[src/hw/rtl/assert_macros.svh]
// assertion helpers, compiled out for synthesis
`ifndef ASSERT_MACROS_SVH
`define ASSERT_MACROS_SVH

`ifndef SYNTHESIS

// property must hold at every clock edge outside reset
`define ASSERT_CLK(lbl, clk, rstn, prop, msg) \
    lbl: assert property (@(posedge clk) disable iff (!rstn) prop) else $error(msg);

// expression must never be true outside reset
`define ASSERT_NEVER(lbl, clk, rstn, expr, msg) \
    lbl: assert property (@(posedge clk) disable iff (!rstn) !(expr)) else $error(msg);

`else

`define ASSERT_CLK(lbl, clk, rstn, prop, msg)
`define ASSERT_NEVER(lbl, clk, rstn, expr, msg)

`endif

`endif

[src/hw/rtl/brkg_pkg.sv]
`default_nettype none

package brkg_pkg;

    localparam int GS_W      = 7;
    localparam int DATA_W    = 32;
    localparam int APB_DW    = 32;
    localparam int APB_AW    = 3;

    localparam logic [GS_W-1:0] GS_RESET = 7'd2;

    // register word index (paddr[2])
    localparam logic REG_GROUP_SIZE = 1'b0;

    // controller to datapath
    typedef struct packed {
        logic accept;    // input beat taken, write store
        logic issue_rd;  // read next store entry
        logic load_out;  // move read data into output register
    } brkg_cmd_t;

    // datapath to controller
    typedef struct packed {
        logic emit;      // accepted beat releases a group
        logic last_pend; // entry in flight is the final one of the run
        logic out_free;  // output register free at next edge
    } brkg_stat_t;

endpackage

`default_nettype wire

[src/hw/rtl/block_reverse_k_group_top.sv]
// reverse-in-groups stream reorderer, one input beat accepted per idle cycle
// beat without release: stored, and the next beat may follow at once
// releasing beat: its run of results follows one by one, after the accept
// the input stalls until the last result of the run is loaded, longer while results stall
// (each result takes a store read then a load into the output register, never overlapped)
// reset (rst_n async, low): fill count cleared, held beats dropped, group_size = 2
`default_nettype none

`include "assert_macros.svh"

module block_reverse_k_group_top
    import brkg_pkg::*;
#(
    parameter int MAX_GROUP = 64
)
(
    input  wire logic                     clk,
    input  wire logic                     rst_n,

    // apb configuration port
    input  wire logic                     psel,
    input  wire logic                     penable,
    input  wire logic                     pwrite,
    input  wire logic [APB_AW-1:0]        paddr,
    input  wire logic [APB_DW-1:0]        pwdata,
    output logic      [APB_DW-1:0]        prdata,
    output logic                          pready,

    // input beats
    input  wire logic                     in_valid,
    output logic                          in_stall,
    input  wire logic signed [DATA_W-1:0] value,
    input  wire logic                     end_of_list,

    // result beats
    output logic                          out_valid,
    input  wire logic                     out_stall,
    output logic signed [DATA_W-1:0]      value_out,
    output logic                          run_last,
    output logic                          list_done
);

    logic [GS_W-1:0] group_size_reg;
    logic [GS_W-1:0] group_size_next;
    logic            cfg_wr;

    brkg_cmd_t  cmd;
    brkg_stat_t stat;

    // register file: a single word, group_size in the low bits
    assign pready = 1'b1;
    assign cfg_wr = psel && penable && pwrite && pready;

    always_comb
    begin
        group_size_next = group_size_reg;
        if (cfg_wr && (paddr[2] == REG_GROUP_SIZE))
        begin
            group_size_next = pwdata[GS_W-1:0];
        end
    end

    always_comb
    begin
        prdata = '0;
        if (paddr[2] == REG_GROUP_SIZE)
        begin
            prdata = {{(APB_DW-GS_W){1'b0}}, group_size_reg};
        end
    end

    always_ff @(posedge clk or negedge rst_n)
    begin
        if (!rst_n)
        begin
            group_size_reg <= GS_RESET;
        end
        else
        begin
            group_size_reg <= group_size_next;
        end
    end

    // sequencer: idle takes beats, read/load alternate to drain a run
    brkg_ctrl u_ctrl (
        .clk      (clk),
        .rst_n    (rst_n),
        .in_valid (in_valid),
        .in_stall (in_stall),
        .stat     (stat),
        .cmd      (cmd)
    );

    // store, pointers and output register
    brkg_dp #(
        .MAX_GROUP (MAX_GROUP)
    ) u_dp (
        .clk         (clk),
        .rst_n       (rst_n),
        .cmd         (cmd),
        .group_size  (group_size_reg),
        .value       (value),
        .end_of_list (end_of_list),
        .stat        (stat),
        .out_valid   (out_valid),
        .out_stall   (out_stall),
        .value_out   (value_out),
        .run_last    (run_last),
        .list_done   (list_done)
    );

    // a read is always followed by its load
    `ASSERT_CLK(a_rd_then_load, clk, rst_n, cmd.issue_rd |=> cmd.load_out, "read without load")
    // loading must never overwrite a pending result beat
    `ASSERT_NEVER(a_no_overwrite, clk, rst_n, cmd.load_out && out_valid, "result beat overwritten")
    // list end only on the closing beat of a run
    `ASSERT_NEVER(a_done_last, clk, rst_n, out_valid && list_done && !run_last, "list_done off run end")
    // input is never taken while a run drains
    `ASSERT_NEVER(a_no_accept_drain, clk, rst_n, cmd.accept && (cmd.issue_rd || cmd.load_out),
        "accept during drain")

endmodule

`default_nettype wire

[src/hw/rtl/brkg_ctrl.sv]
`default_nettype none

module brkg_ctrl
    import brkg_pkg::*;
(
    input  wire logic       clk,
    input  wire logic       rst_n,
    input  wire logic       in_valid,
    output logic            in_stall,
    input  wire brkg_stat_t stat,
    output brkg_cmd_t       cmd
);

    typedef enum logic [2:0] {
        S_IDLE = 3'b001,
        S_READ = 3'b010,
        S_LOAD = 3'b100
    } state_t;

    state_t state_reg;
    state_t state_next;

    always_comb
    begin
        state_next   = state_reg;
        cmd.accept   = 1'b0;
        cmd.issue_rd = 1'b0;
        cmd.load_out = 1'b0;
        unique case (state_reg)
            S_IDLE:
            begin
                cmd.accept = in_valid;
                if (in_valid && stat.emit)
                begin
                    state_next = S_READ;
                end
            end
            S_READ:
            begin
                if (stat.out_free)
                begin
                    cmd.issue_rd = 1'b1;
                    state_next   = S_LOAD;
                end
            end
            S_LOAD:
            begin
                cmd.load_out = 1'b1;
                state_next   = stat.last_pend ? S_IDLE : S_READ;
            end
            default:
            begin
                state_next = S_IDLE;
            end
        endcase
    end

    assign in_stall = (state_reg != S_IDLE);

    always_ff @(posedge clk or negedge rst_n)
    begin
        if (!rst_n)
        begin
            state_reg <= S_IDLE;
        end
        else
        begin
            state_reg <= state_next;
        end
    end

endmodule

`default_nettype wire

[src/hw/rtl/brkg_dp.sv]
`default_nettype none

module brkg_dp
    import brkg_pkg::*;
#(
    parameter int MAX_GROUP = 64
)
(
    input  wire logic                     clk,
    input  wire logic                     rst_n,
    input  wire brkg_cmd_t                cmd,
    input  wire logic [GS_W-1:0]          group_size,
    input  wire logic signed [DATA_W-1:0] value,
    input  wire logic                     end_of_list,
    output brkg_stat_t                    stat,
    output logic                          out_valid,
    input  wire logic                     out_stall,
    output logic signed [DATA_W-1:0]      value_out,
    output logic                          run_last,
    output logic                          list_done
);

    localparam int PTR_W = (MAX_GROUP > 1) ? $clog2(MAX_GROUP) : 1;
    localparam int CNT_W = $clog2(MAX_GROUP + 1);
    localparam logic [GS_W-1:0] K_MAX = GS_W'(MAX_GROUP);

    logic [DATA_W-1:0] store_mem [MAX_GROUP];
    logic [DATA_W-1:0] rdata_reg;

    logic [PTR_W-1:0] fill_reg;
    logic [PTR_W-1:0] fill_next;
    logic [PTR_W-1:0] ptr_reg;
    logic [PTR_W-1:0] ptr_next;
    logic [CNT_W-1:0] rem_reg;
    logic [CNT_W-1:0] rem_next;
    logic             down_reg;
    logic             down_next;
    logic             eol_reg;
    logic             eol_next;
    logic             last_pend_reg;
    logic             last_pend_next;
    logic             out_valid_reg;
    logic             out_valid_next;

    logic [DATA_W-1:0] value_out_reg;
    logic              run_last_reg;
    logic              list_done_reg;

    logic [GS_W-1:0] k_eff;
    logic [GS_W-1:0] new_cnt;
    logic            full_group;

    // group size zero acts as one, above capacity saturates
    always_comb
    begin
        if (group_size == '0)
        begin
            k_eff = GS_W'(1);
        end
        else if (group_size > K_MAX)
        begin
            k_eff = K_MAX;
        end
        else
        begin
            k_eff = group_size;
        end
    end

    assign new_cnt    = GS_W'(fill_reg) + GS_W'(1);
    assign full_group = (new_cnt >= k_eff);

    assign stat.emit      = full_group || end_of_list;
    assign stat.last_pend = last_pend_reg;
    assign stat.out_free  = !out_valid_reg || !out_stall;

    always_comb
    begin
        fill_next      = fill_reg;
        ptr_next       = ptr_reg;
        rem_next       = rem_reg;
        down_next      = down_reg;
        eol_next       = eol_reg;
        last_pend_next = last_pend_reg;
        out_valid_next = out_valid_reg;

        if (cmd.accept)
        begin
            if (full_group || end_of_list)
            begin
                // full group reads newest first, tail group in arrival order
                fill_next = '0;
                rem_next  = CNT_W'(new_cnt);
                ptr_next  = full_group ? fill_reg : '0;
                down_next = full_group;
                eol_next  = end_of_list;
            end
            else
            begin
                fill_next = fill_reg + PTR_W'(1);
            end
        end

        if (cmd.issue_rd)
        begin
            ptr_next       = down_reg ? (ptr_reg - PTR_W'(1)) : (ptr_reg + PTR_W'(1));
            rem_next       = rem_reg - CNT_W'(1);
            last_pend_next = (rem_reg == CNT_W'(1));
        end

        if (cmd.load_out)
        begin
            out_valid_next = 1'b1;
        end
        else if (out_valid_reg && !out_stall)
        begin
            out_valid_next = 1'b0;
        end
    end

    always_ff @(posedge clk or negedge rst_n)
    begin
        if (!rst_n)
        begin
            fill_reg      <= '0;
            ptr_reg       <= '0;
            rem_reg       <= '0;
            down_reg      <= 1'b0;
            eol_reg       <= 1'b0;
            last_pend_reg <= 1'b0;
            out_valid_reg <= 1'b0;
        end
        else
        begin
            fill_reg      <= fill_next;
            ptr_reg       <= ptr_next;
            rem_reg       <= rem_next;
            down_reg      <= down_next;
            eol_reg       <= eol_next;
            last_pend_reg <= last_pend_next;
            out_valid_reg <= out_valid_next;
        end
    end

    // group store, one write and one registered read port
    always_ff @(posedge clk)
    begin
        if (cmd.accept)
        begin
            store_mem[fill_reg] <= value;
        end
        if (cmd.issue_rd)
        begin
            rdata_reg <= store_mem[ptr_reg];
        end
    end

    always_ff @(posedge clk)
    begin
        if (cmd.load_out)
        begin
            value_out_reg <= rdata_reg;
            run_last_reg  <= last_pend_reg;
            list_done_reg <= last_pend_reg && eol_reg;
        end
    end

    assign out_valid = out_valid_reg;
    assign value_out = value_out_reg;
    assign run_last  = run_last_reg;
    assign list_done = list_done_reg;

endmodule

`default_nettype wire
[config.mk]
export PLATFORM = sky130hd
export DESIGN_NAME = block_reverse_k_group_top
export DESIGN_NICKNAME = d
export VERILOG_FILES = /design/src/hw/rtl/brkg_pkg.sv /design/src/hw/rtl/block_reverse_k_group_top.sv /design/src/hw/rtl/brkg_ctrl.sv /design/src/hw/rtl/brkg_dp.sv
export VERILOG_INCLUDE_DIRS = /design/src /design/src/hw/rtl
export SDC_FILE = /design/constraint.sdc
export NUM_CORES = 2
export LEC_CHECK = 0
export BUFFER_PORTS_ARGS = -buffer_cell sky130_fd_sc_hd__buf_4
export CAP_MARGIN = 5
export CORE_UTILIZATION = 62
export CTS_CLUSTER_DIAMETER = 50
export CTS_CLUSTER_SIZE = 8
export DETAILED_ROUTE_END_ITERATION = 10
export PLACE_DENSITY = 0.83
export SLEW_MARGIN = 20
export SYNTH_ARGS = -nofsm -noshare
export SYNTH_HDL_FRONTEND = slang
export SYNTH_SLANG_ARGS = --single-unit
[constraint.sdc]
create_clock -name clk -period 3.95 [get_ports clk]
set_input_delay 0.1975 -clock clk [delete_from_list [all_inputs] [get_ports clk]]
set_output_delay 0.1975 -clock clk [all_outputs]
set_load 0.02 [all_outputs]
# After elaboration in Yosys (flattened, before gate mapping)
# Memory sizes are Yosys's and may differ from the RTL's. A register that Yosys moved wholly into a read port is not among the register bits.
# Cells that the tools add are included.
dict set report totals {
  in_bits 75
  out_inout_bits 69
  latchBits 0
  ram_bits 2048
  n_memories 1
  wordCells 69
  rom_bits 0
  register_bits 67
}
dict set report classes {
  div_mod_pow 0
  reduce_logical 17
  bitwise_logic 1
  n_shift 0
  n_mux 24
  order_cmp 2
  multipliers 0
  n_eq_ne 7
  addsub 5
}
# memory depth width rd rd_clocked_by_memory_dff write_ports line_no
set memory_table {}
lappend memory_table {u_dp.store_mem 64 32 1 1 1 brkg_dp.sv:27} ;# logic [DATA_W-1:0] store_mem [MAX_GROUP];
# cell n
set ops {}
lappend ops {{7-bit two-way mux} 6}
lappend ops {{6-bit two-way mux} 6}
lappend ops {{6-bit by 1-bit adder with 6-bit output (second input constant)} 2}
lappend ops {{3-bit case mux with 3 select lines} 1}
lappend ops {{1-bit two-way mux} 8}
lappend ops {{6-bit by 1-bit adder with 7-bit output (second input constant)} 1}
lappend ops {{7-bit by 1-bit == test with 1-bit output (second input constant)} 1}
lappend ops {{7-bit greater-or-equal comparator} 1}
lappend ops {{7-bit > comparator (second input constant)} 1}
lappend ops {{7-bit logical NOT} 1}
lappend ops {{7-bit by 1-bit subtractor with 7-bit output (second input constant)} 1}
lappend ops {{1-bit logical AND} 6}
lappend ops {{3-bit two-way mux} 2}
lappend ops {{2-bit AND reduction} 3}
lappend ops {{2-bit nonzero test} 3}
lappend ops {{6-bit by 1-bit subtractor with 6-bit output (second input constant)} 1}
lappend ops {{3-bit by 1-bit == test with 1-bit output (second input constant)} 1}
lappend ops {{3-bit by 2-bit == test with 1-bit output (second input constant)} 1}
lappend ops {{3-bit == test (second input constant)} 1}
lappend ops {{3-bit by 1-bit inequality test with 1-bit output (second input constant)} 1}
lappend ops {{1-bit logical NOT} 2}
lappend ops {{1-bit logical OR} 2}
lappend ops {{2-bit two-way mux} 1}
lappend ops {{2-bit by 1-bit inequality test with 1-bit output (second input constant)} 1}
lappend ops {{2 further kinds} 2}

# Longest topological paths before layout
dict set report depth {
  ltp_word 8
  depth_mapped 13
  ltp_nobuf 10
}

# By module
# From an unflattened synthesis, not the netlist that was laid out.
dict set report unflattened {
  cells_unflattened 3585
  hier_area_um2 82419.0
}
# mod cells_per_inst n_inst seq_area_each_um2 area_per_inst_um2
set by_module_without_submodules {}
lappend by_module_without_submodules {brkg_dp 3519 1 64056.4 81712.1}
lappend by_module_without_submodules {block_reverse_k_group_top 50 1 176.4 543.0}
lappend by_module_without_submodules {brkg_ctrl 16 1 76.3 163.9}

# Least setup slack after synthesis
# No wires, ideal clock.
dict set report synth_path {
  path_kind {flip-flop to flip-flop}
  startpoint {reg u_ctrl.state_reg[0]}
  endpoint {mem u_dp.store_mem[53][0] (enable)}
  path_buffers 1
  period_less_slack_ns 3.295
  path_slack_ns 0.655
  t_arrival_ns 2.873
  t_required_ns 3.529
  stages_incl_launch_ff 7
  setup_time_ns 0.421
  path_cell_list {dfstp_2 nand3b_1 or2_2 clkbuf_1 nor2_1 nand3_1 nor2_1}
}
dict set report synth_via {
  elab_chain_len 4
}
# item line_no
set synth_lines {}
lappend synth_lines {{start, declared} brkg_ctrl.sv:20} ;# state_t state_reg;
lappend synth_lines {{start signal, assigned} brkg_ctrl.sv:68} ;# state_reg <= state_next;
lappend synth_lines {{3-bit by 1-bit == test with 1-bit output} brkg_ctrl.sv:29} ;# unique case (state_reg)
lappend synth_lines {{1-bit two-way mux} brkg_ctrl.sv:29}
lappend synth_lines {{1-bit two-way mux} brkg_dp.sv:148} ;# if (cmd.accept)
lappend synth_lines {{1-bit two-way mux (not written as such)} brkg_dp.sv:150} ;# store_mem[fill_reg] <= value;
lappend synth_lines {{end, declared} brkg_dp.sv:27}
# No other way between the ends.

# Final worst setup path
dict set report layout_path {
  startpoint {reg u_dp.fill_reg[1]}
  endpoint {reg u_ctrl.state_reg[1]}
}
dict set report layout_via {
  elab_chain_len 6
}
# item line_no
set layout_lines {}
lappend layout_lines {{start, declared} brkg_dp.sv:30} ;# logic [PTR_W-1:0] fill_reg;
lappend layout_lines {{start signal, assigned} brkg_dp.sv:135} ;# fill_reg <= fill_next;
lappend layout_lines {{6-bit by 1-bit adder with 7-bit output} brkg_dp.sv:70} ;# assign new_cnt = GS_W'(fill_reg) + GS_W'(1);
lappend layout_lines {{7-bit greater-or-equal comparator} brkg_dp.sv:71} ;# assign full_group = (new_cnt >= k_eff);
lappend layout_lines {{1-bit logical OR} brkg_dp.sv:73} ;# assign stat.emit = full_group || end_of_list;
lappend layout_lines {{1-bit logical AND} brkg_ctrl.sv:33} ;# if (in_valid && stat.emit)
lappend layout_lines {{2-bit by 1-bit inequality test with 1-bit output (no source line)} -}
lappend layout_lines {{2-bit AND reduction (no source line)} -}
# No other way between the ends.
# A chain may end at the register's enable or synchronous reset.

==> impl_results.rst <==
.. list-table::
   :header-rows: 1

   * - Metric
     - Value
   * - H-tree Lvls
     - 5
   * - YS warnings
     - 0
   * - Worst flop-to-flop path endpoint
     - u_ctrl.state_reg[1]
   * - Layout cells sized above 1
     - 30.9%
   * - Syn avg cell area
     - 22.3 um^2
   * - Worst setup SP type
     - flip-flop
   * - Most frequently used flop master after synthesis
     - edfxtp_1
   * - Vias
     - 46,310
   * - CP startpoint
     - u_dp.fill_reg[1]
   * - Clock buffers created by TritonCTS
     - 320
   * - Crit path capture type
     - flip-flop
   * - Outcome
     - finished, final reports clean
   * - Number of design rule violations left after detail routing
     - 0
   * - Vias in the first global route
     - 47,417
   * - Initial standard-cell utilization of the core
     - 62.6%
   * - Achievable clock frequency
     - 259 MHz
   * - Core area
     - 0.132 mm^2
   * - Post-synthesis async set-or-reset flop share
     - 1.54%
   * - Worst min-delay path category
     - primary input to flip-flop
   * - R2R Setup Slk
     - 100 ps
   * - Top Ports
     - 144
   * - GRT Util Overall
     - 38.6%
   * - Die W
     - 367 um
   * - Worst slew margin relative to its limit
     - 25.7%
   * - Largest clock skew in the final design
     - 71.1 ps
   * - Area fraction in and, or, nand and nor cells after synthesis
     - 2.49%
   * - Final Net Count
     - 4,269
   * - TritonCTS clock tree
     - built
   * - Overflow after GRT
     - 0
   * - Post-place setup slack
     - 567 ps
   * - Buffer cell driving the clock tree root
     - clkbuf_16
   * - Timing endpoint of the critical path
     - u_ctrl.state_reg[1]
   * - Xor-xnor portion of the synthesized cell area
     - 0.0850%
   * - Min cycle time layout
     - 3850 ps
   * - Commonest cells in the synthesized netlist
     - edfxtp_1, mux4_2, nand2_1
   * - Count of cell types in the netlist
     - 61
   * - Tcrit/Tclk final
     - 97.6%
   * - Cell count of the worst reg-to-reg path
     - 11
   * - Total power consumption of the routed design
     - 63.1 mW
   * - Number of storage elements in the synthesis netlist
     - 2,147
   * - Worst Tran Pin Value
     - 1110 ps
   * - Launch point of the worst reg-to-reg path
     - u_dp.fill_reg[1]
   * - Leading post-synthesis cells by cell area
     - edfxtp_1, mux4_2, nand2_1
   * - RSZ-0062 raised after global routing
     - no
   * - Max Buffers Root-to-Sink
     - 4
   * - Syn Std Cell Area
     - 0.0824 mm^2
   * - Peak supply drop
     - 344 uV
   * - Placer Congestion
     - 0.830
   * - Data arrival at the endpoint of the critical path
     - 4580 ps
   * - Count of flip-flops with a built-in enable after synthesis
     - 2,114
   * - Cell depth of the worst setup path
     - 11
   * - Multiplexer area fraction after synthesis
     - 15.8%
   * - Adder-cell share of the synthesized area
     - 0.237%
   * - Number of flip-flops under the largest register name
     - 2,048
   * - Category of the critical setup timing path
     - flip-flop to flip-flop
   * - Number of antenna-violating nets in the routed design
     - 0
   * - Share of Yosys cell area claimed by the top area cell type
     - 77.0%
   * - Compound-gate portion of the synthesized area
     - 1.89%
   * - Clk slew on worst S/H paths
     - 50 ps
   * - Number of setup violations in the final report
     - 0
   * - Number of pins with negative max-slew slack in the final report
     - 0
   * - Cell taking the most area after synthesis
     - edfxtp_1
   * - Pre-antenna DRT Iters
     - 8
   * - Critical path buffer and inverter count
     - 1
   * - Most repeated cell in the gate-level netlist after synthesis
     - edfxtp_1
   * - Highest fanout seen on the critical path
     - 15
   * - Sequential cell area fraction in the yosys report
     - 78.0%
   * - Power per cell area
     - 656 mW/mm^2
   * - Number of hold-slack violations in the final timing report
     - 0
   * - Area enclosed by the die boundary
     - 0.134 mm^2
   * - Final critical-path setup slack
     - 96.4 ps
   * - Cells after Synth
     - 3,689
   * - Relative area change from synthesis to final layout
     - 16.6%
   * - Final Util
     - 73.0%
   * - HPWL Detailed
     - 122,000 um
   * - Port Buf Inserts
     - 90
   * - Routed WL per cell
     - 42.9 um
   * - First-pass GRT wire length
     - 357,000 um
   * - Clock latency reported for the late side of the worst-skew pair
     - 920 ps
   * - Filler instances
     - 6,431
   * - Clock sinks
     - 2,147
   * - Total negative slack
     - 0 ps
   * - Antenna violations before repair
     - 16
   * - Leakage dissipation
     - 30.2 nW
   * - Critical-path cell with the highest stage delay
     - dfrtp_1
   * - Detailed-route vias per instance
     - 7.75
   * - Maximum number of pins on one net before global-route repair
     - 65
   * - # rows
     - 133
   * - Kind of cell adding the most delay to the critical path
     - compound AO/OA/AOI/OAI gates
   * - Total Wirelength
     - 256,000 um
   * - Required time of the critical path
     - 4680 ps
   * - Crit-path max cell delay
     - 610 ps
   * - Die Y
     - 367 um
   * - List of cells traversed by the critical path
     - ha_1 -> nand3_1 -> xnor2_1 -> ha_1 -> a21o_1 -> a21o_1 -> a211oi_1 -> o21a_4 -> o22a_1 -> o21ai_0 -> dlygate4sd3_1
   * - Main combinational cell family by area after synthesis
     - multiplexers
   * - Initial DRC Count
     - 8,933
   * - Number of max-capacitance violations reported
     - 0
## cell type report
type	instances	area (um^2)	area share (%)
multi-input cells	1327	17500	18.2
inverters	14	52.6	0.0547
well taps	1755	2200	2.28
clock buffers	351	8180	8.50
flip-flops and latches	2147	64300	66.9
diodes	6	15.0	0.0156
repair buffers	369	3740	3.89
clock inverters	10	131	0.137
## worst reg2reg max path: stages, from the launching register on
cell and delay (ps):
dfrtp_1 610, ha_1 340, nand3_1 120, xnor2_1 350, ha_1 330, a21o_1 180
a21o_1 200, a211oi_1 400, o21a_4 330, o22a_1 190, o21ai_0 90, dlygate4sd3_1 580
## metrics by stage
step | cells | hold slack, ps | cell area [um^2]
2_1_floorplan | 3713 | -98.1 | 82500
3_3_place_gp | 5558 | 174 | 87300
3_5_place_dp | 5558 | 182 | 87300
4_1_cts | 5972 | 122 | 96100
5_1_grt | 5973 | 151 | 96100
6_report | 5979 | 147 | 96200
## logic make-up (layout without fill, tap and decap cells)
kind of cell	count (synthesis)	count (layout)
DFF	2147	2147
muxes	596	596
and+or+nand+nor	465	465
buffers and inverters	239	744
AOI/OAI and AO/OA	217	217
adders and majority gates	15	15
xor gates and xnor gates	8	8
other	2	32
## routing by layer
layer	track usage, %	vias up	share of wire, %
met5	0	-	0.044
met4	26.7	16	8.2
met3	10.9	1323	14
met2	60.7	5323	48
met1	46.9	23335	30
li1	-	16313	-
## how the worst min path moves through the flow
stage	cells past startpoint	slack [ps]	start	end
2_1_floorplan	0	-100	rst_n	group_size_reg[0]
6_report	3	150	end_of_list	u_dp.eol_reg
3_3_place_gp	1	170	rst_n	group_size_reg[6]
4_1_cts	3	120	end_of_list	u_dp.eol_reg
3_5_place_dp	1	180	rst_n	group_size_reg[2]
5_1_grt	3	150	end_of_list	u_dp.eol_reg
## cells in the final DEF (no fill, tap or decap), types with 14 or more instances in the layout
cell type	n
a211oi_1	48
a21oi_1	15
a22oi_1	45
a31oi_1	32
buf_12	67
buf_4	250
clkbuf_1	28
clkbuf_16	322
conb_1	26
dfrtp_1	27
dlygate4sd3_1	52
edfxtp_1	2114
ha_1	14
mux2i_1	23
mux4_2	564
nand2_1	216
nand3_1	62
nor2_1	31
nor2_4	65
nor2b_1	45
o211ai_1	17
o21ai_0	17
## timing repair
item                                    in CTS  in global routing
endpoints found under the setup margin       0                  1
gates resized for setup                      0                  2
setup buffers                                0                  0
hold buffers                                53                  0
endpoints found under the hold margin     2096                  0
## report_power, final
part | internal (mW) | total, mW | switching (mW)
clock network | 14.4 | 24.0 | 9.53
logic | 5.34 | 12.9 | 7.51
registers | 25.7 | 26.3 | 0.595
(Power assumes the default switching activity.)
